===== config.mk =====
export PLATFORM = sky130hd
export DESIGN_NAME = kei_front
export DESIGN_NICKNAME = d
export VERILOG_FILES = /design/src/rtl/core/kei_pkg.sv /design/src/rtl/core/kei_front.sv
export SDC_FILE = /design/constraint.sdc
export NUM_CORES = 1
export LEC_CHECK = 0
export CAP_MARGIN = 25
export CELL_PAD_IN_SITES_DETAIL_PLACEMENT = 1
export CELL_PAD_IN_SITES_GLOBAL_PLACEMENT = 2
export CORE_AREA = 2 2 211 213
export CTS_CLUSTER_DIAMETER = 30
export CTS_CLUSTER_SIZE = 25
export DETAILED_ROUTE_END_ITERATION = 16
export DIE_AREA = 0 0 213 215
export DONT_BUFFER_PORTS = 1
export PLACE_DENSITY = 0.3
export SLEW_MARGIN = 20
export SYNTH_ARGS = -nofsm -noshare
export SYNTH_HDL_FRONTEND = slang
export SYNTH_SLANG_ARGS = --single-unit
export TNS_END_PERCENT = 5

===== constraint.sdc =====
create_clock -name clock -period 2.12 [get_ports clock]
set_clock_uncertainty 0.05 [all_clocks]
set_input_delay 0.424 -clock clock [delete_from_list [all_inputs] [get_ports clock]]
set_output_delay 0.424 -clock clock [all_outputs]
set_load 0.05 [all_outputs]

===== src/rtl/core/kei_pkg.sv =====
// ----------------------------------------------------------------------------
// kei_pkg
// Shared types and fixed-point constants of the keyframe easing interpolator.
// ----------------------------------------------------------------------------
package kei_pkg;

   localparam int FRAC_BITS = 16;
   localparam int NUM_CH    = 6;

   localparam logic [0:0] REQ_WRITE = 1'b0;
   localparam logic [0:0] REQ_EVAL  = 1'b1;

   localparam logic [2:0] EASE_LINEAR   = 3'd0;
   localparam logic [2:0] EASE_QUAD_IN  = 3'd1;
   localparam logic [2:0] EASE_QUAD_OUT = 3'd2;
   localparam logic [2:0] EASE_SMOOTH   = 3'd3;
   localparam logic [2:0] EASE_CUBE_IN  = 3'd4;
   localparam logic [2:0] EASE_CUBE_OUT = 3'd5;
   localparam logic [2:0] EASE_CUBE_IO  = 3'd6;
   localparam logic [2:0] EASE_BOUNCE   = 3'd7;

   typedef logic [NUM_CH-1:0][31:0] kei_chan_type;

   typedef struct packed {
      logic        req_type;
      logic [3:0]  key_index;
      logic [31:0] key_time;
      logic [31:0] in_x;
      logic [31:0] in_y;
      logic [31:0] in_z;
      logic [31:0] in_pitch;
      logic [31:0] in_yaw;
      logic [31:0] in_fov;
      logic [2:0]  easing_code;
      logic [31:0] scene_time;
   } kei_request_type;

   typedef struct packed {
      logic [31:0]          out_x;
      logic [31:0]          out_y;
      logic [31:0]          out_z;
      logic [31:0]          out_pitch;
      logic [31:0]          out_yaw;
      logic [31:0]          out_fov;
      logic [3:0]           segment_index;
      logic [FRAC_BITS:0]   eased_fraction;
   } kei_response_type;

   // Classified work handed from the front end to the back end.
   typedef struct packed {
      logic         is_write;
      logic [3:0]   index;
      logic [31:0]  key_time;
      kei_chan_type chans;
      logic [2:0]   easing;
      logic [31:0]  scene_time;
      logic [4:0]   count;
   } kei_cmd_type;

endpackage


===== src/rtl/core/kei_front.sv =====
// ----------------------------------------------------------------------------
// kei_front
// Holds the key count register and turns requests into queued commands.
// ----------------------------------------------------------------------------
module kei_front import kei_pkg::*; #(
   parameter int MAX_KEYS = 16
) (
   input  logic            clock,
   input  logic            reset,
   input  logic            csr_valid,
   output logic            csr_ready,
   input  logic [4:0]      csr_data,
   input  logic            req_push,
   output logic            req_full,
   input  kei_request_type req_payload,
   output logic            enq,
   output kei_cmd_type     enq_cmd,
   input  logic            queue_full
);

   logic [4:0] key_count_ff, key_count_in;
   logic [4:0] count_clip;
   logic       accept;

   assign csr_ready = 1'b1;
   assign req_full  = queue_full;
   assign accept    = req_push && !queue_full;

   always_comb begin
      key_count_in = key_count_ff;
      if (csr_valid) begin
         key_count_in = csr_data;
      end
   end

   always_ff @(posedge clock) begin
      if (reset) begin
         key_count_ff <= '0;
      end else begin
         key_count_ff <= key_count_in;
      end
   end

   always_comb begin
      if (32'(key_count_ff) > MAX_KEYS) begin
         count_clip = 5'(MAX_KEYS);
      end else begin
         count_clip = key_count_ff;
      end
   end

   always_comb begin
      enq_cmd.is_write   = (req_payload.req_type == REQ_WRITE);
      enq_cmd.index      = req_payload.key_index;
      enq_cmd.key_time   = req_payload.key_time;
      enq_cmd.chans[0]   = req_payload.in_x;
      enq_cmd.chans[1]   = req_payload.in_y;
      enq_cmd.chans[2]   = req_payload.in_z;
      enq_cmd.chans[3]   = req_payload.in_pitch;
      enq_cmd.chans[4]   = req_payload.in_yaw;
      enq_cmd.chans[5]   = req_payload.in_fov;
      enq_cmd.easing     = req_payload.easing_code;
      enq_cmd.scene_time = req_payload.scene_time;
      enq_cmd.count      = count_clip;
   end

   // Writes past the table and evaluations of an empty table are dropped here.
   always_comb begin
      if (enq_cmd.is_write) begin
         enq = accept && (32'(req_payload.key_index) < MAX_KEYS);
      end else begin
         enq = accept && (count_clip != 5'd0);
      end
   end

endmodule


After elaboration in Yosys (flattened, before gate mapping)
Index checks and enable logic that the tools add are counted.
{"block": "word_totals", "in_bits": 274, "word_cells": 9, "regBits": 5, "output_inout_bits": 272}
{"block": "op_classes", "n_lt_le_gt_ge": 1, "bitwise": 1, "n_mux": 2, "n_reduce_logical": 4}
{"op": "5-bit greater-than comparator (second input constant)", "count": 1}
{"op": "5-bit two-way mux", "count": 1}
{"op": "5-bit nonzero test", "count": 1}
{"op": "1-bit logical AND", "count": 2}
{"op": "1-bit logical NOT", "count": 1}
{"op": "1-bit two-way mux", "count": 1}
{"op": "1-bit NOT", "count": 1}

Depth between registers and ports, before layout
Gate-level depths: netlist of run 1.
{"block": "logic_depth", "depth_word": 5, "ltp_mapped": 3, "ltp_nobuf": 2}

Least setup slack after synthesis of run 1
No wires, ideal clock.
{"block": "synth_timing", "path_type": "input-to-output", "startpoint": "input req_payload[263] (netlist bit)", "endpoint": "output enq", "path_buffers": 0, "required_time_ns": 1.646, "cell_stages": 2, "setup_slack_ns": 0.365, "arrival_time_ns": 1.281, "path_cell_list": "inv_1 > o311a_1"}
{"block": "synth_via", "elab_chain_cells": 1}
{"element": "from (decl)", "line": "kei_front.sv:15", "text": "input kei_request_type req_payload,"}
{"element": "1-bit two-way mux", "line": "kei_front.sv:69", "text": "if (enq_cmd.is_write) begin"}
{"element": "to (decl)", "line": "kei_front.sv:16", "text": "output logic enq,"}
Every way passes these cells.

Worst setup path in the final report of run 1
{"block": "layout_timing", "startpoint": "register key_count_ff[0]", "endpoint": "output enq"}
{"block": "layout_via", "elab_chain_cells": 5}
{"element": "from (decl)", "line": "kei_front.sv:21", "text": "logic [4:0] key_count_ff, key_count_in;"}
{"element": "from (signal assigned)", "line": "kei_front.sv:40", "text": "key_count_ff <= key_count_in;"}
{"element": "5-bit greater-than comparator", "line": "kei_front.sv:45", "text": "if (32'(key_count_ff) > MAX_KEYS) begin"}
{"element": "5-bit two-way mux *", "line": "kei_front.sv:45"}
{"element": "5-bit nonzero test *", "line": "kei_front.sv:72", "text": "enq = accept && (count_clip != 5'd0);"}
{"element": "1-bit logical AND *", "line": "kei_front.sv:72"}
{"element": "1-bit two-way mux *", "line": "kei_front.sv:69"}
Mark *: on every way between the ends. The rest lies on a longest branch, timed or not.

==> metrics.csv, run 1 <==
stage,metric,value,unit
status,outcome,completed,
cts,clock transition at the registers of the reported paths,0.03,ns
place,dpl cells,620,
synthesis,library cells used by synthesis,11,
power_and_ir_drop,Total Power,0.4784,mW
global_routing,met3 Use GR,3.960,%
sta,Final period util,95.55,%
floorplanning,Die Y,215,um
floorplanning,Placeable Area,43640,sq um
synthesis,synthesized net count,565,
sta,fmax,0.4936,GHz
worst_setup_path,r2r endpoint,key_count_ff[4]$_SDFFE_PP0P_,
synthesis,most frequent cells after synthesis,"265 x buf_4, 5 x dfxtp_1, 5 x mux2i_1, 5 x nor2_1",
cts,H-tree lvl count,1,
worst_setup_path,beginning of the worst register-to-register path,key_count_ff[4]$_SDFFE_PP0P_,
global_routing,largest net degree at the start of global routing,7,
worst_setup_path,"critical path fanouts, max",3,
route,ANT nets after route,0,
global_routing,antenna violations before repair,0,
sta,Tmin final,2.026,ns
synthesis,most common cell in the netlist,buf_4,
synthesis,synth top area cells,"buf_4 89%, dfxtp_1 4.5%, mux2i_1 2.2%",
cts,cts bufs inserted,3,
layout,P&R area growth vs syn,-51.07,%
layout,Largest register FFs,5,
synthesis,mean area per synthesized cell,7.645,sq um
route,DRC,0,
route,mean routed wirelength per cell,11.28,um
worst_setup_path,slowest CP cell,or4_1,
place,Port Buffers,0,
worst_setup_path,Critical Path End Type,output pin,
route,drt pass-1 iters,3,
floorplanning,Starting Density,5.097,%
worst_setup_path,Critical Path Start Type,register,
global_routing,vias in the first global route,750,
route,DR iter-0 viols,26,
run,maxcap violations,0,
worst_hold_path,Worst Hold End,key_count_ff[3]$_SDFFE_PP0P_,
sta,setup violators final,0,
worst_setup_path,critical path class,register to output pin,
floorplanning,row count,77,
global_routing,met2 usage,2.595,%
layout,"Core Util, Final",2.494,%
power_and_ir_drop,LEAKAGE,0.1806,nW
route,vias per inst,1.034,
sta,worst hold slack,0.2196,ns
sta,Fin. Hold Viols,0,
global_routing,met1 Resource Use GR,1.168,%
floorplanning,Ports,546,
power_and_ir_drop,pwr/cell area,439.5,nW/um^2
cts,cts hold-fix bufs,0,
worst_setup_path,largest stage delay on the critical path,0.57,ns
cts,Longest Clk Path Bufs,2,
layout,fin nets,307,
synthesis,"area leader, netlist",buf_4,
worst_setup_path,Worst R2R Path Depth,3,
cts,# clock sinks,5,
floorplanning,die width,213,um
sta,"Slew Viols, Final",0,
synthesis,dominant synthesized flop cell,dfxtp_1,
global_routing,Tot GR Track Use,2.784,%
synthesis,mapped cell area,2225,sq um
synthesis,gate count of the mapped netlist,291,
layout,Top Registers,key_count_ff x5,
synthesis,"EDFF count, synth",0,
worst_setup_path,"Arr. time, crit path",1.55,ns
floorplanning,die area,45800,sq um
synthesis,Yosys warnings,0,
synthesis,Yosys top cell area share,89.43,%
cts,Skew-Pair Late Insertion Delay,0.23,ns
place,routability cong.,0.5202,
power_and_ir_drop,worst ir drop on vdd,0.1371,mV
layout,# fillers,5204,
worst_hold_path,HP Start,reset,
layout,# diodes,0,
global_routing,first-pass GRT wire length,8086,um
layout,share of cells above drive strength 1,31.25,%
route,Detailed Route WL,7041,um
worst_setup_path,CP cell instances,or4_1 -> o311a_4,
cts,CTS Root Cell,clkbuf_16,
synthesis,register bit total from synthesis,5,
sta,RSZ-0062 raised after global routing,no,
global_routing,total grt overflow,0,
worst_hold_path,Worst Hold Class,input pin to register,
route,vias,645,
worst_setup_path,Critical Path RT,1.65,ns
layout,Top reg by flops,key_count_ff,
global_routing,GRT Max-Usage Layer,met4,
synthesis,ys async rst share,0,%
cts,CTS tree,yes,
layout,Finished Layout Cells,624,
worst_setup_path,R2R Setup Slk,1.28,ns
synthesis,sequential-to-total area share from yosys stat,4.499,%
sta,setup TNS,0,ns
worst_hold_path,Worst Hold Path Cells,1,
[repair_timing]
| item | in CTS | in global routing |
|---|---|---|
| setup buffers | 0 | 0 |
| gates resized for setup | 1 | 1 |
| endpoints found under the setup margin | 1 | 1 |
[logic make-up (layout without fill, tap and decap cells)]
group	Yosys count	count (layout)	share of synthesized area, %
and+or+nand+nor	10	10	2.531
AOI/OAI and AO/OA	1	1	0.4500
buffers and inverters	269	10	90.10
DFF	5	5	4.500
other	1	1	0.1686
muxes	5	5	2.250
[final cells by class]
type	instances	area, sq um	share of cell area [%]
Sequential cell	5	100.1	9.195
Multi-Input combinational cell	17	131.4	12.07
Clock buffer	4	78.83	7.241
Inverter	2	7.507	0.6897
Tap cell	592	740.7	68.05
Timing Repair Buffer	4	30.03	2.759
[per-stage QoR]
stage | area [sq um] | setup slack, ns
2_1_floorplan | 2225 | 0.3652
3_3_place_gp | 998.5 | 0.2761
3_5_place_dp | 998.5 | 0.2277
4_1_cts | 1079 | 0.02591
5_1_grt | 1089 | 0.06528
6_report | 1089 | 0.09427
[cell usage in the layout, fill, tap and decap left out]
cell and n:
inv_1 2, clkbuf_1 1, buf_4 4, dfxtp_1 5, o311a_4 1, or4_1 1, nor2_1 5, and2b_2 2
mux2i_1 5, clkbuf_16 3, nor2b_1 2, conb_1 1
[routing by layer]
layer  share of wire, %  routed length [um]
met1                 15                1039
met2                 30                2133
met3                 31                2214
met4                 23                1654
met5                  0                   0
[power breakdown]
part	total, mW	leakage [nW]	internal, mW	switching [mW]
clock network	0.311	0.0382	0.249	0.0617
logic	0.0632	0.101	0.0182	0.0450
registers	0.104	0.0413	0.100	0.00380
total	0.478	0.181	0.368	0.111
[critical path, delay by kind of cell, from the launching register on]
family | cells | cell delay [ns]
compound gates | 1 | 0.43
flops | 1 | 0.31
simple gates | 1 | 0.57
[worst max path at each step]
| stage | slack (ns) | from | to |
|---|---|---|---|
| 2_1_floorplan | 0.37 | req_payload[263] | enq |
| 3_3_place_gp | 0.28 | key_count_ff[0]$_SDFFE_PP0P_ | enq |
| 3_5_place_dp | 0.23 | key_count_ff[0]$_SDFFE_PP0P_ | enq |
| 4_1_cts | 0.03 | key_count_ff[0]$_SDFFE_PP0P_ | enq |
| 5_1_grt | 0.07 | key_count_ff[0]$_SDFFE_PP0P_ | enq |
| 6_report | 0.09 | key_count_ff[0]$_SDFFE_PP0P_ | enq |
(Power assumes the default switching activity.)
==> inputs of run 2 (changes only) <==
--- a/config.mk
+++ b/config.mk
@@ -14,7 +14,7 @@
 export DETAILED_ROUTE_END_ITERATION = 16
 export DIE_AREA = 0 0 213 215
 export DONT_BUFFER_PORTS = 1
-export PLACE_DENSITY = 0.3
+export PLACE_DENSITY = 0.31
 export SLEW_MARGIN = 20
 export SYNTH_ARGS = -nofsm -noshare
 export SYNTH_HDL_FRONTEND = slang
==> metrics.csv, run 2 (same netlist as run 1, synthesis figures left out) <==
stage,metric,value,unit,change
cts,H-tree lvl count,1,,unchanged
layout,most frequent cells in the layout,"5 x mux2i_1, 5 x nor2_1, 5 x dfxtp_1",,unchanged
worst_setup_path,Worst R2R Path Depth,3,,unchanged
worst_setup_path,R2R Setup Slk,1.27,ns,was 1.28 ns
worst_setup_path,critical path class,register to output pin,,unchanged
cts,cts hold-fix bufs,0,,unchanged
sta,RSZ-0062 raised after global routing,no,,unchanged
power_and_ir_drop,LEAKAGE,0.1778,nW,was 0.1806 nW
layout,share of cells above drive strength 1,28.13,%,was 31.25%
layout,P&R area growth vs syn,-51.57,%,was -51.07%
cts,cts bufs inserted,3,,unchanged
floorplanning,Placeable Area,43640,sq um,unchanged
place,hpwl dp,5066,um,
place,dpl cells,620,,unchanged
floorplanning,Starting Density,5.097,%,unchanged
layout,Top Registers,key_count_ff x5,,unchanged
global_routing,Tot GR Track Use,2.358,%,was 2.784%
sta,"Slew Viols, Final",0,,unchanged
global_routing,vias in the first global route,791,,was 750
power_and_ir_drop,pwr/cell area,437.1,nW/um^2,was 439.5 nW/um^2
global_routing,first-pass GRT wire length,7120,um,was 8086 um
floorplanning,die area,45800,sq um,unchanged
cts,# clock sinks,5,,unchanged
status,outcome,completed,,unchanged
cts,CTS tree,yes,,unchanged
sta,setup violators final,0,,unchanged
worst_setup_path,"critical path fanouts, max",3,,unchanged
place,Port Buffers,0,,unchanged
floorplanning,Ports,546,,unchanged
sta,setup TNS,0,ns,unchanged
cts,Skew-Pair Late Insertion Delay,0.22,ns,was 0.23 ns
layout,"Core Util, Final",2.468,%,was 2.494%
cts,post-CTS setup buffer count,0,,unchanged
route,DR iter-0 viols,13,,was 26
cts,Longest Clk Path Bufs,2,,unchanged
floorplanning,die width,213,um,unchanged
cts,post_cts resized,0,,was 1
sta,Fin. Hold Viols,0,,unchanged
worst_hold_path,Worst Hold Path Cells,1,,unchanged
floorplanning,row count,77,,unchanged
worst_setup_path,Critical Path End Type,output pin,,unchanged
sta,fmax,0.4925,GHz,was 0.4936 GHz
worst_setup_path,beginning of the worst register-to-register path,key_count_ff[4]$_SDFFE_PP0P_,,unchanged
power_and_ir_drop,Total Power,0.4709,mW,was 0.4784 mW
layout,# diodes,0,,unchanged
layout,Finished Layout Cells,624,,unchanged
layout,Top reg by flops,key_count_ff,,unchanged
worst_hold_path,Worst Hold Class,input pin to register,,unchanged
power_and_ir_drop,worst ir drop on vdd,0.3698,mV,was 0.1371 mV
global_routing,largest net degree at the start of global routing,7,,unchanged
worst_hold_path,Worst Hold End,key_count_ff[3]$_SDFFE_PP0P_,,unchanged
floorplanning,Die Y,215,um,unchanged
layout,fin nets,307,,unchanged
sta,Tmin final,2.030,ns,was 2.026 ns
sta,Final period util,95.78,%,was 95.55%
global_routing,antenna violations before repair,0,,unchanged
global_routing,total grt overflow,0,,unchanged
route,vias,609,,was 645
worst_setup_path,largest stage delay on the critical path,0.52,ns,was 0.57 ns
worst_setup_path,r2r endpoint,key_count_ff[4]$_SDFFE_PP0P_,,unchanged
worst_setup_path,CP cell instances,or4_1 -> o311a_1,,was or4_1 -> o311a_4
route,vias per inst,0.9760,,was 1.034
cts,clock transition at the registers of the reported paths,0.03,ns,about the same
place,routability cong.,0.5772,,was 0.5202
worst_setup_path,slowest CP cell,or4_1,,unchanged
layout,Largest register FFs,5,,unchanged
worst_setup_path,"Arr. time, crit path",1.56,ns,was 1.55 ns
worst_setup_path,Critical Path Start Type,register,,unchanged
layout,# fillers,5209,,"was 5,204"
route,drt pass-1 iters,3,,unchanged
route,ANT nets after route,0,,unchanged
route,mean routed wirelength per cell,9.723,um,was 11.28 um
worst_setup_path,Critical Path RT,1.65,ns,about the same
run,maxcap violations,0,,unchanged
route,DRC,0,,unchanged
cts,CTS Root Cell,clkbuf_16,,unchanged
worst_hold_path,HP Start,reset,,unchanged
route,Detailed Route WL,6067,um,was 7041 um
## run 2: cell count changes in the layout (fill, tap and decap cells not counted)
cell | before | now
o311a_1 | 0 | 1
o311a_4 | 1 | 0
## run 2: layer usage
| metal | vias to the layer above | routed length [um] | track usage (%) | share of wire [%] |
|---|---|---|---|---|
| met5 | - | 0 | 0 | 0 |
| met4 | 0 | 1372 | 5.524 | 23 |
| met3 | 124 | 1731 | 2.660 | 29 |
| met2 | 224 | 2437 | 3.149 | 40 |
| met1 | 168 | 526 | 0.5219 | 8.7 |
| li1 | 93 | - | - | - |
## run 2: how the worst max path moves through the flow
stage / start / to / slack, ns / cells after the start
6_report: key_count_ff[0]$_SDFFE_PP0P_ / enq / 0.09 / 2
5_1_grt: key_count_ff[0]$_SDFFE_PP0P_ / enq / 0.03 / 2
2_1_floorplan: req_payload[263] / enq / 0.37 / 2
3_5_place_dp: key_count_ff[0]$_SDFFE_PP0P_ / enq / 0.32 / 2
3_3_place_gp: key_count_ff[0]$_SDFFE_PP0P_ / enq / 0.32 / 2
4_1_cts: key_count_ff[0]$_SDFFE_PP0P_ / enq / 0.08 / 2
## run 2: through the flow
stage	instance area (sq um)	hold WS, ns	worst slack (ns)
6_report	1077	0.2186	0.08953
5_1_grt	1077	0.2200	0.03264
4_1_cts	1077	0.2171	0.08027
3_5_place_dp	998.5	0.4510	0.3221
3_3_place_gp	998.5	0.4505	0.3182
2_1_floorplan	2225	0.4162	0.3652
## run 2: critical path: cells and delay by family, from the launching register on
kind            cells  cell delay (ns)
compound gates      1             0.50
flops               1             0.31
simple gates        1             0.52
## run 2: cell type report
class	instances	area (sq um)	share of cell area, %
clock buffers	4	78.83	7.317
inverters	2	7.507	0.6969
multi-input cells	17	120.1	11.15
flip-flops and latches	5	100.1	9.292
well taps	592	740.7	68.76
repair buffers	4	30.03	2.787
## run 2: power by group
| group | total (mW) | internal (mW) | leakage (nW) | switching [mW] |
|---|---|---|---|---|
| registers | 0.104 | 0.100 | 0.0413 | 0.00384 |
| clock network | 0.308 | 0.249 | 0.0382 | 0.0595 |
| logic | 0.0582 | 0.0166 | 0.0984 | 0.0415 |
