**src/rtl/core/kei_pkg.sv**
```systemverilog
// ----------------------------------------------------------------------------
// kei_pkg
// Shared types and fixed-point constants of the keyframe easing interpolator.
// ----------------------------------------------------------------------------
package kei_pkg;

   localparam int FRAC_BITS = 16;
   localparam int NUM_CH    = 6;

   localparam logic [0:0] REQ_WRITE = 1'b0;
   localparam logic [0:0] REQ_EVAL  = 1'b1;

   localparam logic [2:0] EASE_LINEAR   = 3'd0;
   localparam logic [2:0] EASE_QUAD_IN  = 3'd1;
   localparam logic [2:0] EASE_QUAD_OUT = 3'd2;
   localparam logic [2:0] EASE_SMOOTH   = 3'd3;
   localparam logic [2:0] EASE_CUBE_IN  = 3'd4;
   localparam logic [2:0] EASE_CUBE_OUT = 3'd5;
   localparam logic [2:0] EASE_CUBE_IO  = 3'd6;
   localparam logic [2:0] EASE_BOUNCE   = 3'd7;

   typedef logic [NUM_CH-1:0][31:0] kei_chan_type;

   typedef struct packed {
      logic        req_type;
      logic [3:0]  key_index;
      logic [31:0] key_time;
      logic [31:0] in_x;
      logic [31:0] in_y;
      logic [31:0] in_z;
      logic [31:0] in_pitch;
      logic [31:0] in_yaw;
      logic [31:0] in_fov;
      logic [2:0]  easing_code;
      logic [31:0] scene_time;
   } kei_request_type;

   typedef struct packed {
      logic [31:0]          out_x;
      logic [31:0]          out_y;
      logic [31:0]          out_z;
      logic [31:0]          out_pitch;
      logic [31:0]          out_yaw;
      logic [31:0]          out_fov;
      logic [3:0]           segment_index;
      logic [FRAC_BITS:0]   eased_fraction;
   } kei_response_type;

   // Classified work handed from the front end to the back end.
   typedef struct packed {
      logic         is_write;
      logic [3:0]   index;
      logic [31:0]  key_time;
      kei_chan_type chans;
      logic [2:0]   easing;
      logic [31:0]  scene_time;
      logic [4:0]   count;
   } kei_cmd_type;

endpackage

```
**src/rtl/core/kei_cmd_fifo.sv**
```systemverilog
// ----------------------------------------------------------------------------
// kei_cmd_fifo
// Two-entry command queue between the front end and the back end.
// ----------------------------------------------------------------------------
module kei_cmd_fifo import kei_pkg::*; (
   input  logic        clock,
   input  logic        reset,
   input  logic        enq,
   input  kei_cmd_type enq_cmd,
   output logic        full,
   input  logic        deq,
   output logic        not_empty,
   output kei_cmd_type head
);

   kei_cmd_type slot_ff [2];
   logic [1:0]  count_ff, count_in;
   logic        wr_ptr_ff, wr_ptr_in, rd_ptr_ff, rd_ptr_in;
   logic        do_deq;

   assign full      = (count_ff == 2'd2);
   assign not_empty = (count_ff != 2'd0);
   assign head      = slot_ff[rd_ptr_ff];
   assign do_deq    = deq && not_empty;

   always_comb begin
      count_in  = count_ff;
      wr_ptr_in = wr_ptr_ff;
      rd_ptr_in = rd_ptr_ff;
      if (enq) begin
         wr_ptr_in = !wr_ptr_ff;
      end
      if (do_deq) begin
         rd_ptr_in = !rd_ptr_ff;
      end
      if (enq && !do_deq) begin
         count_in = count_ff + 2'd1;
      end else if (!enq && do_deq) begin
         count_in = count_ff - 2'd1;
      end
   end

   always_ff @(posedge clock) begin
      if (reset) begin
         count_ff  <= '0;
         wr_ptr_ff <= 1'b0;
         rd_ptr_ff <= 1'b0;
      end else begin
         count_ff  <= count_in;
         wr_ptr_ff <= wr_ptr_in;
         rd_ptr_ff <= rd_ptr_in;
      end
   end

   always_ff @(posedge clock) begin
      if (enq) begin
         slot_ff[wr_ptr_ff] <= enq_cmd;
      end
   end

endmodule

```
**config.mk**
```make
export PLATFORM = sky130hd
export DESIGN_NAME = kei_cmd_fifo
export DESIGN_NICKNAME = d
export VERILOG_FILES = /design/src/rtl/core/kei_pkg.sv /design/src/rtl/core/kei_cmd_fifo.sv
export SDC_FILE = /design/constraint.sdc
export NUM_CORES = 1
export LEC_CHECK = 0
export BUFFER_PORTS_ARGS = -buffer_cell sky130_fd_sc_hd__buf_2
export CAP_MARGIN = 30
export CORE_AREA = 2 2 212 214
export CTS_CLUSTER_DIAMETER = 80
export DETAILED_ROUTE_END_ITERATION = 10
export DIE_AREA = 0 0 214 216
export PLACE_DENSITY = 0.75
export SYNTH_ARGS = -nofsm -noshare
export SYNTH_HDL_FRONTEND = slang
export SYNTH_SLANG_ARGS = --single-unit
```
**constraint.sdc**
```tcl
create_clock -name clock -period 19.3 [get_ports clock]
set_clock_uncertainty 0.2 [all_clocks]
set_input_delay 3.86 -clock clock [delete_from_list [all_inputs] [get_ports clock]]
set_output_delay 3.86 -clock clock [all_outputs]
set_load 0.01 [all_outputs]
```
# Word-level counts from Yosys, hierarchy flattened
# Memory sizes are Yosys's and may differ from the RTL's. A register that Yosys moved wholly into a read port is not among the register bits.
# Cells that the tools add are included.
# totals
output_inout_bits,271
mem_count,1
ramBits,538
register_bits,4
wordCells,22
input_bits,273
# mem_list
memory,depth,word_bits,read_ports,rd_clocked_by_memory_dff,wr,line_no,source
slot_ff,2,269,1,1,1,kei_cmd_fifo.sv:16,kei_cmd_type slot_ff [2];
# op_classes
reduce_logical,9
n_addsub,2
eq_ne,1
mux,6
# ops
op,count
1-bit zero test,4
1-bit 2-to-1 mux,4
2-bit 2-to-1 mux,2
2-bit nonzero test,2
1-bit logical AND,3
2-bit by 1-bit adder with 2-bit output (second input constant),1
2-bit equality test (second input constant),1
2-bit by 1-bit subtractor with 2-bit output (second input constant),1

# Logic depth before layout (Yosys ltp)
# Gate-level depths: netlist of the first run.
# depth
word_depth,5
mapped_depth,5
depth_no_buf,5

# Worst setup path before layout of the first run
# OpenSTA, ideal clock, no wires.
# synth_path
path_kind,input port to flip-flop
start,in enq
end,"mem slot_ff[0][0] (netlist bit), enable pin"
n_path_buf,0
path_stages,1
arrival_time_ps,15431
required_ps,18164
path_slack_ps,2733
setup_ps,936
path_cell_list,nor2b_1
# synth_between
elab_chain_cells,2
# synth_lines
item,line_no,source
"start, declared",kei_cmd_fifo.sv:8,"input logic enq,"
1-bit 2-to-1 mux,kei_cmd_fifo.sv:56,if (enq) begin
1-bit 2-to-1 mux (not written as such),kei_cmd_fifo.sv:57,slot_ff[wr_ptr_ff] <= enq_cmd;
"end, declared",kei_cmd_fifo.sv:16,
# No other way between the ends.

==> flow_summary.json, run 1 <==
{
  "cp-start-kind": "flip-flop",
  "grt_pass1_vias": 10771,
  "final_cell_mix": "543 x buf_2, 538 x edfxtp_1, 200 x mux2_4",
  "seq_area_frac_synth_pct": 79.5,
  "clk_latency_ps": 570,
  "p_switching_mw": 0.820,
  "synth-seq-cells": 543,
  "post-route-period-util_pct": 39.3,
  "pre_cts_ws_ps": 12120,
  "path_depth": 5,
  "grt_pass1_wl_mm": 63.5,
  "p_int_mw": 2.40,
  "crit_top_cell": "buf_4",
  "drive_above_1_share_pct": 61.1,
  "layout_min_cycle_time_ps": 7590,
  "clockBufferDepth": 3,
  "worstPathArrival_ps": 3530,
  "fmax_mhz": 132,
  "dp_hpwl_mm": 30.3,
  "fp.dieArea_um2": 46200,
  "min_path_type": "reg -> reg",
  "start_util_pct": 46.7,
  "dp.cells": 1980,
  "worstPathRequired_ps": 15240,
  "cts_tree": "done",
  "crit_chain": "buf_4, buf_16, buf_4, mux2_4, buf_2",
  "postLayoutCoreUtil_pct": 58.5,
  "drt_iter0_markers": 661,
  "hold_path_end": "rd_ptr_ff",
  "core_um2": 43800,
  "cpPeakStageDelay_ps": 780,
  "rsz0062_at_grt": "false",
  "rows": 77,
  "routedWlPerCell_um": 20.9,
  "via_per_inst": 4.89,
  "r2r_cells": 5,
  "post_cts_resized": 0,
  "synth.avg_cell_area_um2": 23.8,
  "clockRootBuffer": "clkbuf_16",
  "critical_path_class": "reg -> out",
  "area.growth.synth_to_final_pct": 25.5,
  "powerDensity_nw_per_um2": 126,
  "max-vdd-ir-drop_mv": 0.102,
  "cts_made_buffers": 54,
  "fill_cells": 3176,
  "power_leakage_nw": 9.96,
  "track_usage_pct": 18.3,
  "seqPwrFrac_pct": 44.0,
  "tightestPinTransition_ps": 953,
  "path_clk_slew_ps": 60,
  "crit_buf_inv": 4,
  "cp_slowest_cell": "buf_4",
  "syn_inst": 859,
  "grt_max_degree": 73,
  "reg2reg_slack_ps": 16440,
  "antenna_left": 0,
  "worstReg2RegEnd": "slot_ff[1][164]",
  "report.final.slew_viol_count": 0,
  "cap_violations": 0,
  "port_buffers": 543,
  "setup_tns_ps": 0,
  "synth_top_area_share_pct": 79.0,
  "finalWorstSetupSlack_ps": 11710,
  "path_max_fanout": 51,
  "cpLargestDelayFamily": "buffers and inverters",
  "cts.sinks": 543,
  "drt-total-wl_mm": 43.6,
  "fin_cells": 2087,
  "syn-num-nets": 1133,
  "clkPwrFrac_pct": 31.6,
  "die_w_um": 214,
  "outcome": "finished clean",
  "synth_top_area_cell": "edfxtp_1",
  "synth_cell_types": 16,
  "hold_depth": 2,
  "timing.rr.start": "wr_ptr_ff",
  "pin_count": 544,
  "antenna_found_initial": 14,
  "yosysWarnings": 0,
  "cts_htree_levels": 2,
  "finalNetCount": 1720,
  "hp-start": "rd_ptr_ff",
  "slew_headroom_pct": 36.5,
  "synthesis.area_um2": 20500,
  "p_comb_share_pct": 24.4,
  "cts_hold_buf": 0,
  "drt-pass1-iter-count": 4,
  "drc": 0,
  "switching_share_pct": 25.4,
  "critPathCaptureType": "output port",
  "postCtsSetupBuffers": 0,
  "overflow": 0,
  "gp_congestion": 0.817,
  "hold_viol": 0,
  "vias": 10197,
  "setup_viol": 0,
  "final_common_cell": "buf_2",
  "synthTopCellsByArea": "edfxtp_1 79%, mux2_4 15%, mux2_2 3.8%",
  "die_h_um": 216
}
[synth_stat cells, drive strengths merged]
master and instances:
dfxtp 5, ha 1, a21oi 1, mux2 269, nor2 4, xnor2 1
buf 30, nor2b 2, or3 1, o21ai 2, and2 1, xor2 3
edfxtp 538, or2 1
[area by class of cell]
| class | instances | area [um2] | share of cell area, % |
|---|---|---|---|
| Antenna cell | 11 | 27.5 | 0.107 |
| Clock buffer | 66 | 1460 | 5.69 |
| Clock inverter | 28 | 285 | 1.11 |
| Multi-Input combinational cell | 286 | 3900 | 15.2 |
| Sequential cell | 543 | 16300 | 63.4 |
| Tap cell | 592 | 741 | 2.89 |
| Timing Repair Buffer | 561 | 2990 | 11.7 |
[per-stage QoR]
step / hold WS (ps) / instance area [um2] / power, mW
after floorplan: 266 / 20500 / 2.00
after global placement: 293 / 23700 / 2.21
after detailed placement: 294 / 23800 / 2.23
after CTS: 312 / 25600 / 3.25
after global routing: 367 / 25700 / 3.35
final: 307 / 25700 / 3.22
[flip-flops by register name, indices dropped and copies added, names as in the netlist, named ones only]
signal	count
rd_ptr_ff	1
slot_ff	538
wr_ptr_ff	1
count_ff	2
[logic make-up after synthesis]
kind of cell / Yosys count / synth area share, %
and+or+nand+nor: 9 / 0.226
xor gates and xnor gates: 4 / 0.171
buffers and inverters: 30 / 1.50
muxes: 269 / 18.5
DFF: 543 / 79.5
adders and majority gates: 1 / 0.0612
AOI/OAI and AO/OA: 3 / 0.0734
[power by group through the flow]
stage | registers (mW) | clock network (mW) | logic, mW
2_1_floorplan | 1.45 | 0 | 0.553
3_3_place_gp | 1.44 | 0 | 0.772
3_5_place_dp | 1.44 | 0 | 0.787
4_1_cts | 1.42 | 1.04 | 0.790
5_1_grt | 1.42 | 1.09 | 0.830
6_report | 1.42 | 1.02 | 0.785
[worst reg2reg max path: stages, from the launching register on]
cell and delay, ps:
dfxtp_1 410, and2_4 550, buf_4 350, buf_16 340, buf_4 290, buf_16 320
[worst max-delay path by stage]
stage	slack, ps	endpoint
4_1_cts	11480	head[134]
3_5_place_dp	12120	head[172]
3_3_place_gp	11960	head[8]
6_report	11710	head[154]
2_1_floorplan	2730	slot_ff[0][0]
5_1_grt	11540	head[154]
[layer usage]
metal	share of wire, %	vias up	track usage, %
met5	0.13	-	0
met4	2.5	8	7.18
met3	8.5	73	5.93
met2	52	465	31.8
met1	37	5024	21.1
li1	-	4627	-
Note: power is estimated with default switching activity, not from simulation.
==> inputs of run 2 (changes only) <==
--- a/config.mk
+++ b/config.mk
@@ -7,11 +7,10 @@
 export LEC_CHECK = 0
 export BUFFER_PORTS_ARGS = -buffer_cell sky130_fd_sc_hd__buf_2
 export CAP_MARGIN = 30
-export CORE_AREA = 2 2 212 214
+export CORE_UTILIZATION = 47
 export CTS_CLUSTER_DIAMETER = 80
 export DETAILED_ROUTE_END_ITERATION = 10
-export DIE_AREA = 0 0 214 216
-export PLACE_DENSITY = 0.75
+export PLACE_DENSITY = 0.78
 export SYNTH_ARGS = -nofsm -noshare
 export SYNTH_HDL_FRONTEND = slang
 export SYNTH_SLANG_ARGS = --single-unit
==> constraint.sdc (replaced) <==
create_clock -name clock -period 6.7 [get_ports clock]
set_clock_uncertainty 0.2 [all_clocks]
set_input_delay 1.34 -clock clock [delete_from_list [all_inputs] [get_ports clock]]
set_output_delay 1.34 -clock clock [all_outputs]
set_load 0.01 [all_outputs]
==> flow_summary.json, run 2 (same netlist as run 1, synthesis figures left out) <==
{
  "antenna_left": 0,
  "post_cts_resized": 0,
  "cts_made_buffers": 55,
  "cts_tree": "done",
  "clockBufferDepth": 3,
  "cap_violations": 0,
  "clockRootBuffer": "clkbuf_16",
  "cts.sinks": 543,
  "rsz0062_at_grt": "false",
  "max-vdd-ir-drop_mv": 0.282,
  "largestRegisters": "slot_ff x538, count_ff x2",
  "power_leakage_nw": 9.86,
  "worstPathArrival_ps": 2580,
  "cpPeakStageDelay_ps": 620,
  "fill_cells": 3155,
  "switching_share_pct": 26.1,
  "regMostFlops": "slot_ff",
  "pre_cts_ws_ps": 3070,
  "outcome": "finished clean",
  "hold_viol": 0,
  "reg2reg_slack_ps": 4090,
  "clk_latency_ps": 580,
  "setup_viol": 0,
  "overflow": 0,
  "seqPwrFrac_pct": 44.4,
  "drt_iter0_markers": 590,
  "fp.dieArea_um2": 44400,
  "hold_slack_ps": 327,
  "track_usage_pct": 18.1,
  "final_common_cell": "buf_2",
  "clkPwrFrac_pct": 31.1,
  "largest_reg_flops": 538,
  "finalWorstSetupSlack_ps": 2580,
  "grt_pass1_vias": 10469,
  "crit_buf_inv": 2,
  "crit_chain": "buf_12, mux2_4, buf_2",
  "final_cell_mix": "543 x buf_2, 538 x edfxtp_1, 200 x mux2_4",
  "cp_slowest_cell": "dfxtp_4",
  "slew_headroom_pct": 29.5,
  "report.final.slew_viol_count": 0,
  "drt-total-wl_mm": 42.0,
  "vias": 10123,
  "drive_above_1_share_pct": 60.8,
  "critical_path_class": "reg -> out",
  "antenna_found_initial": 10,
  "setup_tns_ps": 0,
  "rows": 76,
  "grt_pass1_wl_mm": 60.1,
  "drc": 0,
  "via_per_inst": 4.89,
  "drt-pass1-iter-count": 5,
  "port_buffers": 543,
  "p_int_mw": 6.77,
  "path_clk_slew_ps": 50,
  "powerDensity_nw_per_um2": 360,
  "p_switching_mw": 2.39,
  "tightestPinTransition_ps": 1060,
  "routedWlPerCell_um": 20.2,
  "fmax_mhz": 243,
  "die_h_um": 211,
  "postCtsSetupBuffers": 0,
  "critPathCaptureType": "output port",
  "grt_max_degree": 139,
  "core_um2": 43000,
  "cp-start-kind": "flip-flop",
  "dp_hpwl_mm": 28.0,
  "p_comb_share_pct": 24.5,
  "die_w_um": 211,
  "pin_count": 544,
  "area.growth.synth_to_final_pct": 24.5,
  "path_max_fanout": 115,
  "min_path_type": "reg -> reg",
  "finalNetCount": 1713,
  "layout_min_cycle_time_ps": 4120,
  "gp_congestion": 0.764,
  "start_util_pct": 47.6,
  "cpLargestDelayFamily": "buffers and inverters",
  "post-route-period-util_pct": 61.5,
  "cts_htree_levels": 2,
  "worstPathRequired_ps": 5160,
  "cts_hold_buf": 0
}
## run 2: changes by cell type in the layout (fill, tap and decap cells not counted), moves of 2 or more
cell,previous run,this run
inv_6,0,4
buf_4,11,4
bufinv_16,6,3
clkinvlp_4,0,3
clkbuf_16,57,55
clkbuf_1,9,12
buf_12,0,6
diode_2,11,4
buf_16,7,0
## run 2: path summary, 6_finish.rpt
path | from | endpoint | cells past startpoint
max | flip-flop | head[189] | 3
min | rd_ptr_ff | flip-flop | 2
min reg2reg | rd_ptr_ff | flip-flop | 2
max reg2reg | wr_ptr_ff | slot_ff[1][129] | 2
## run 2: tightest hold or removal path: cells and delay by family (launching register included)
kind / cells / cell delay, ps
AND/OR/NAND/NOR: 1 / 80
flip-flops: 1 / 330
XOR/XNOR: 1 / 80
## run 2: metrics by stage
stage	instances	total power, mW	utilization, %	instance area (um2)
after global placement	1966	6.35	55.2	23700
after global routing	2070	9.49	59.2	25500
after detailed placement	1967	6.39	55.3	23800
after floorplan	859	5.71	-	20500
after CTS	2068	9.26	59.2	25400
final	2072	9.17	59.2	25500
## run 2: per-layer routing
metal  up-vias  track usage, %  part of all wire (%)  wire length [um]
met5         -               0                  0.19                79
met4        10            7.02                   2.4               996
met3        70            6.97                   9.6              4050
met2       434            31.3                    51             21300
met1      4998            20.2                    37             15600
li1       4611               -                     -                 -
## run 2: power by group through the flow
stage	combinational [mW]	clock, mW	sequential (mW)
floorplan	1.59	0	4.11
global placement	2.22	0	4.13
detailed placement	2.25	0	4.14
CTS	2.26	2.93	4.07
global route	2.36	3.04	4.09
finish	2.25	2.85	4.07
## run 2: area by class of cell
| class | count | area (um2) | area share, % |
|---|---|---|---|
| clock buffers | 67 | 1420 | 5.58 |
| repair buffers | 553 | 2870 | 11.3 |
| clock inverters | 34 | 269 | 1.06 |
| multi-input cells | 286 | 3900 | 15.3 |
| well taps | 585 | 732 | 2.88 |
| diodes | 4 | 10.0 | 0.0393 |
| flip-flops and latches | 543 | 16300 | 63.9 |
==> inputs of run 3 (changes only) <==
--- a/config.mk
+++ b/config.mk
@@ -7,10 +7,11 @@
 export LEC_CHECK = 0
 export BUFFER_PORTS_ARGS = -buffer_cell sky130_fd_sc_hd__buf_2
 export CAP_MARGIN = 30
-export CORE_UTILIZATION = 47
+export CORE_AREA = 2 2 212 214
 export CTS_CLUSTER_DIAMETER = 80
 export DETAILED_ROUTE_END_ITERATION = 10
-export PLACE_DENSITY = 0.78
+export DIE_AREA = 0 0 214 216
+export PLACE_DENSITY = 0.75
 export SYNTH_ARGS = -nofsm -noshare
 export SYNTH_HDL_FRONTEND = slang
 export SYNTH_SLANG_ARGS = --single-unit
==> constraint.sdc (replaced) <==
create_clock -name clock -period 3.8 [get_ports clock]
set_clock_uncertainty 0.2 [all_clocks]
set_input_delay 0.76 -clock clock [delete_from_list [all_inputs] [get_ports clock]]
set_output_delay 0.76 -clock clock [all_outputs]
set_load 0.01 [all_outputs]
==> flow_summary.json, run 3 (same netlist as run 1, synthesis figures left out) <==
{
  "hold_viol": 0,
  "finalNetCount": 1729,
  "fill_cells": 3168,
  "worstReg2RegEnd": "slot_ff[1][82]",
  "routedWlPerCell_um": 20.9,
  "fp.dieArea_um2": 46200,
  "cts_made_buffers": 54,
  "tightestPinTransition_ps": 626,
  "min_path_type": "in -> reg",
  "start_util_pct": 46.7,
  "drt_iter0_markers": 620,
  "drt-pass1-iter-count": 5,
  "track_usage_pct": 18.2,
  "hp-start": "enq_cmd[66]",
  "die_w_um": 214,
  "cts.sinks": 543,
  "fmax_mhz": 305,
  "hold_path_end": "slot_ff[0][66]",
  "largest_reg_flops": 538,
  "clockBufferDepth": 3,
  "overflow": 0,
  "postLayoutCoreUtil_pct": 58.7,
  "path_clk_slew_ps": 60,
  "report.final.slew_viol_count": 0,
  "antenna_left": 0,
  "drt-total-wl_mm": 43.8,
  "path_max_fanout": 33,
  "rows": 77,
  "critPathCaptureType": "output port",
  "pin_count": 544,
  "outcome": "finished clean",
  "setup_tns_ps": 0,
  "post_cts_resized": 0,
  "critical_path_class": "reg -> out",
  "core_um2": 43800,
  "via_per_inst": 4.89,
  "reg2reg_slack_ps": 1850,
  "grt_pass1_wl_mm": 63.5,
  "hold_depth": 1,
  "slew_headroom_pct": 58.3,
  "port_buffers": 543,
  "cts_tree": "done",
  "final_cell_mix": "543 x buf_2, 538 x edfxtp_1, 200 x mux2_4",
  "power_leakage_nw": 9.98,
  "die_h_um": 216,
  "dp_hpwl_mm": 30.8,
  "r2r_cells": 2,
  "grt_pass1_vias": 10961,
  "layout_min_cycle_time_ps": 3280,
  "cts_htree_levels": 2,
  "regMostFlops": "slot_ff",
  "cap_violations": 0,
  "drc": 0,
  "worstPathRequired_ps": 2840,
  "rsz0062_at_grt": "false",
  "post-route-period-util_pct": 86.3,
  "largestRegisters": "slot_ff x538, count_ff x2",
  "gp_congestion": 0.851,
  "cts_hold_buf": 0,
  "antenna_found_initial": 14,
  "powerDensity_nw_per_um2": 633,
  "vias": 10260,
  "timing.rr.start": "wr_ptr_ff",
  "setup_viol": 0,
  "area.growth.synth_to_final_pct": 25.7,
  "final_common_cell": "buf_2",
  "worstPathArrival_ps": 2320,
  "drive_above_1_share_pct": 61.2,
  "max-vdd-ir-drop_mv": 0.464,
  "clockRootBuffer": "clkbuf_16",
  "grt_max_degree": 87,
  "cp-start-kind": "flip-flop",
  "postCtsSetupBuffers": 0,
  "clk_latency_ps": 570
}
==> run 3: cell types whose count changed in the layout (fill, tap and decap cells not counted), moves of 2 or more <==
cell and change:
buf_4 +9, buf_12 +8, diode_2 +6, clkinv_1 -2, clkinv_2 -2, inv_6 -2
==> run 3: power breakdown <==
| part | internal (mW) | switching [mW] |
|---|---|---|
| Sequential | 7.01 | 0.179 |
| Combinational | 2.10 | 1.92 |
| Clock | 2.93 | 2.15 |
| Total | 12.0 | 4.24 |
==> run 3: critical path: stages, from the launching register on <==
cell,delay [ps]
dfxtp_4,750
buf_4,500
mux2_4,340
buf_2,140
==> run 3: how the worst max path moves through the flow <==
| stage | to | slack, ps |
|---|---|---|
| after floorplan | slot_ff[0][0] | -1620 |
| after global placement | head[142] | 1150 |
| after detailed placement | head[149] | 1070 |
| after CTS | head[149] | 440 |
| after global routing | head[149] | 420 |
| final | head[149] | 520 |
==> run 3: routing by layer <==
layer | GRT usage (%) | vias to the layer above | wire, um
met1 | 19.8 | 5081 | 15900
met4 | 7.60 | 8 | 1250
met3 | 6.27 | 88 | 3820
met5 | 0 | - | 48
met2 | 32.4 | 432 | 22800
li1 | - | 4651 | -
==> run 3: through the flow <==
| step | hold WS [ps] | power, mW | area (um2) | setup slack, ps | cells |
|---|---|---|---|---|---|
| after CTS | 117 | 16.5 | 25700 | 444 | 2088 |
| after global placement | 286 | 11.3 | 24000 | 1150 | 1991 |
| after detailed placement | 289 | 11.4 | 24000 | 1070 | 1991 |
| after floorplan | 266 | 10.1 | 20500 | -1620 | 859 |
| final | 161 | 16.3 | 25700 | 520 | 2098 |
| after global routing | 125 | 16.9 | 25700 | 417 | 2096 |
==> run 3: area by class of cell <==
class | instances | area (um2) | area share (%)
Tap cell | 592 | 741 | 2.88
Timing Repair Buffer | 570 | 3100 | 12.0
Sequential cell | 543 | 16300 | 63.2
Multi-Input combinational cell | 286 | 3900 | 15.2
Clock buffer | 68 | 1430 | 5.54
Antenna cell | 10 | 25.0 | 0.0973
Clock inverter | 29 | 270 | 1.05
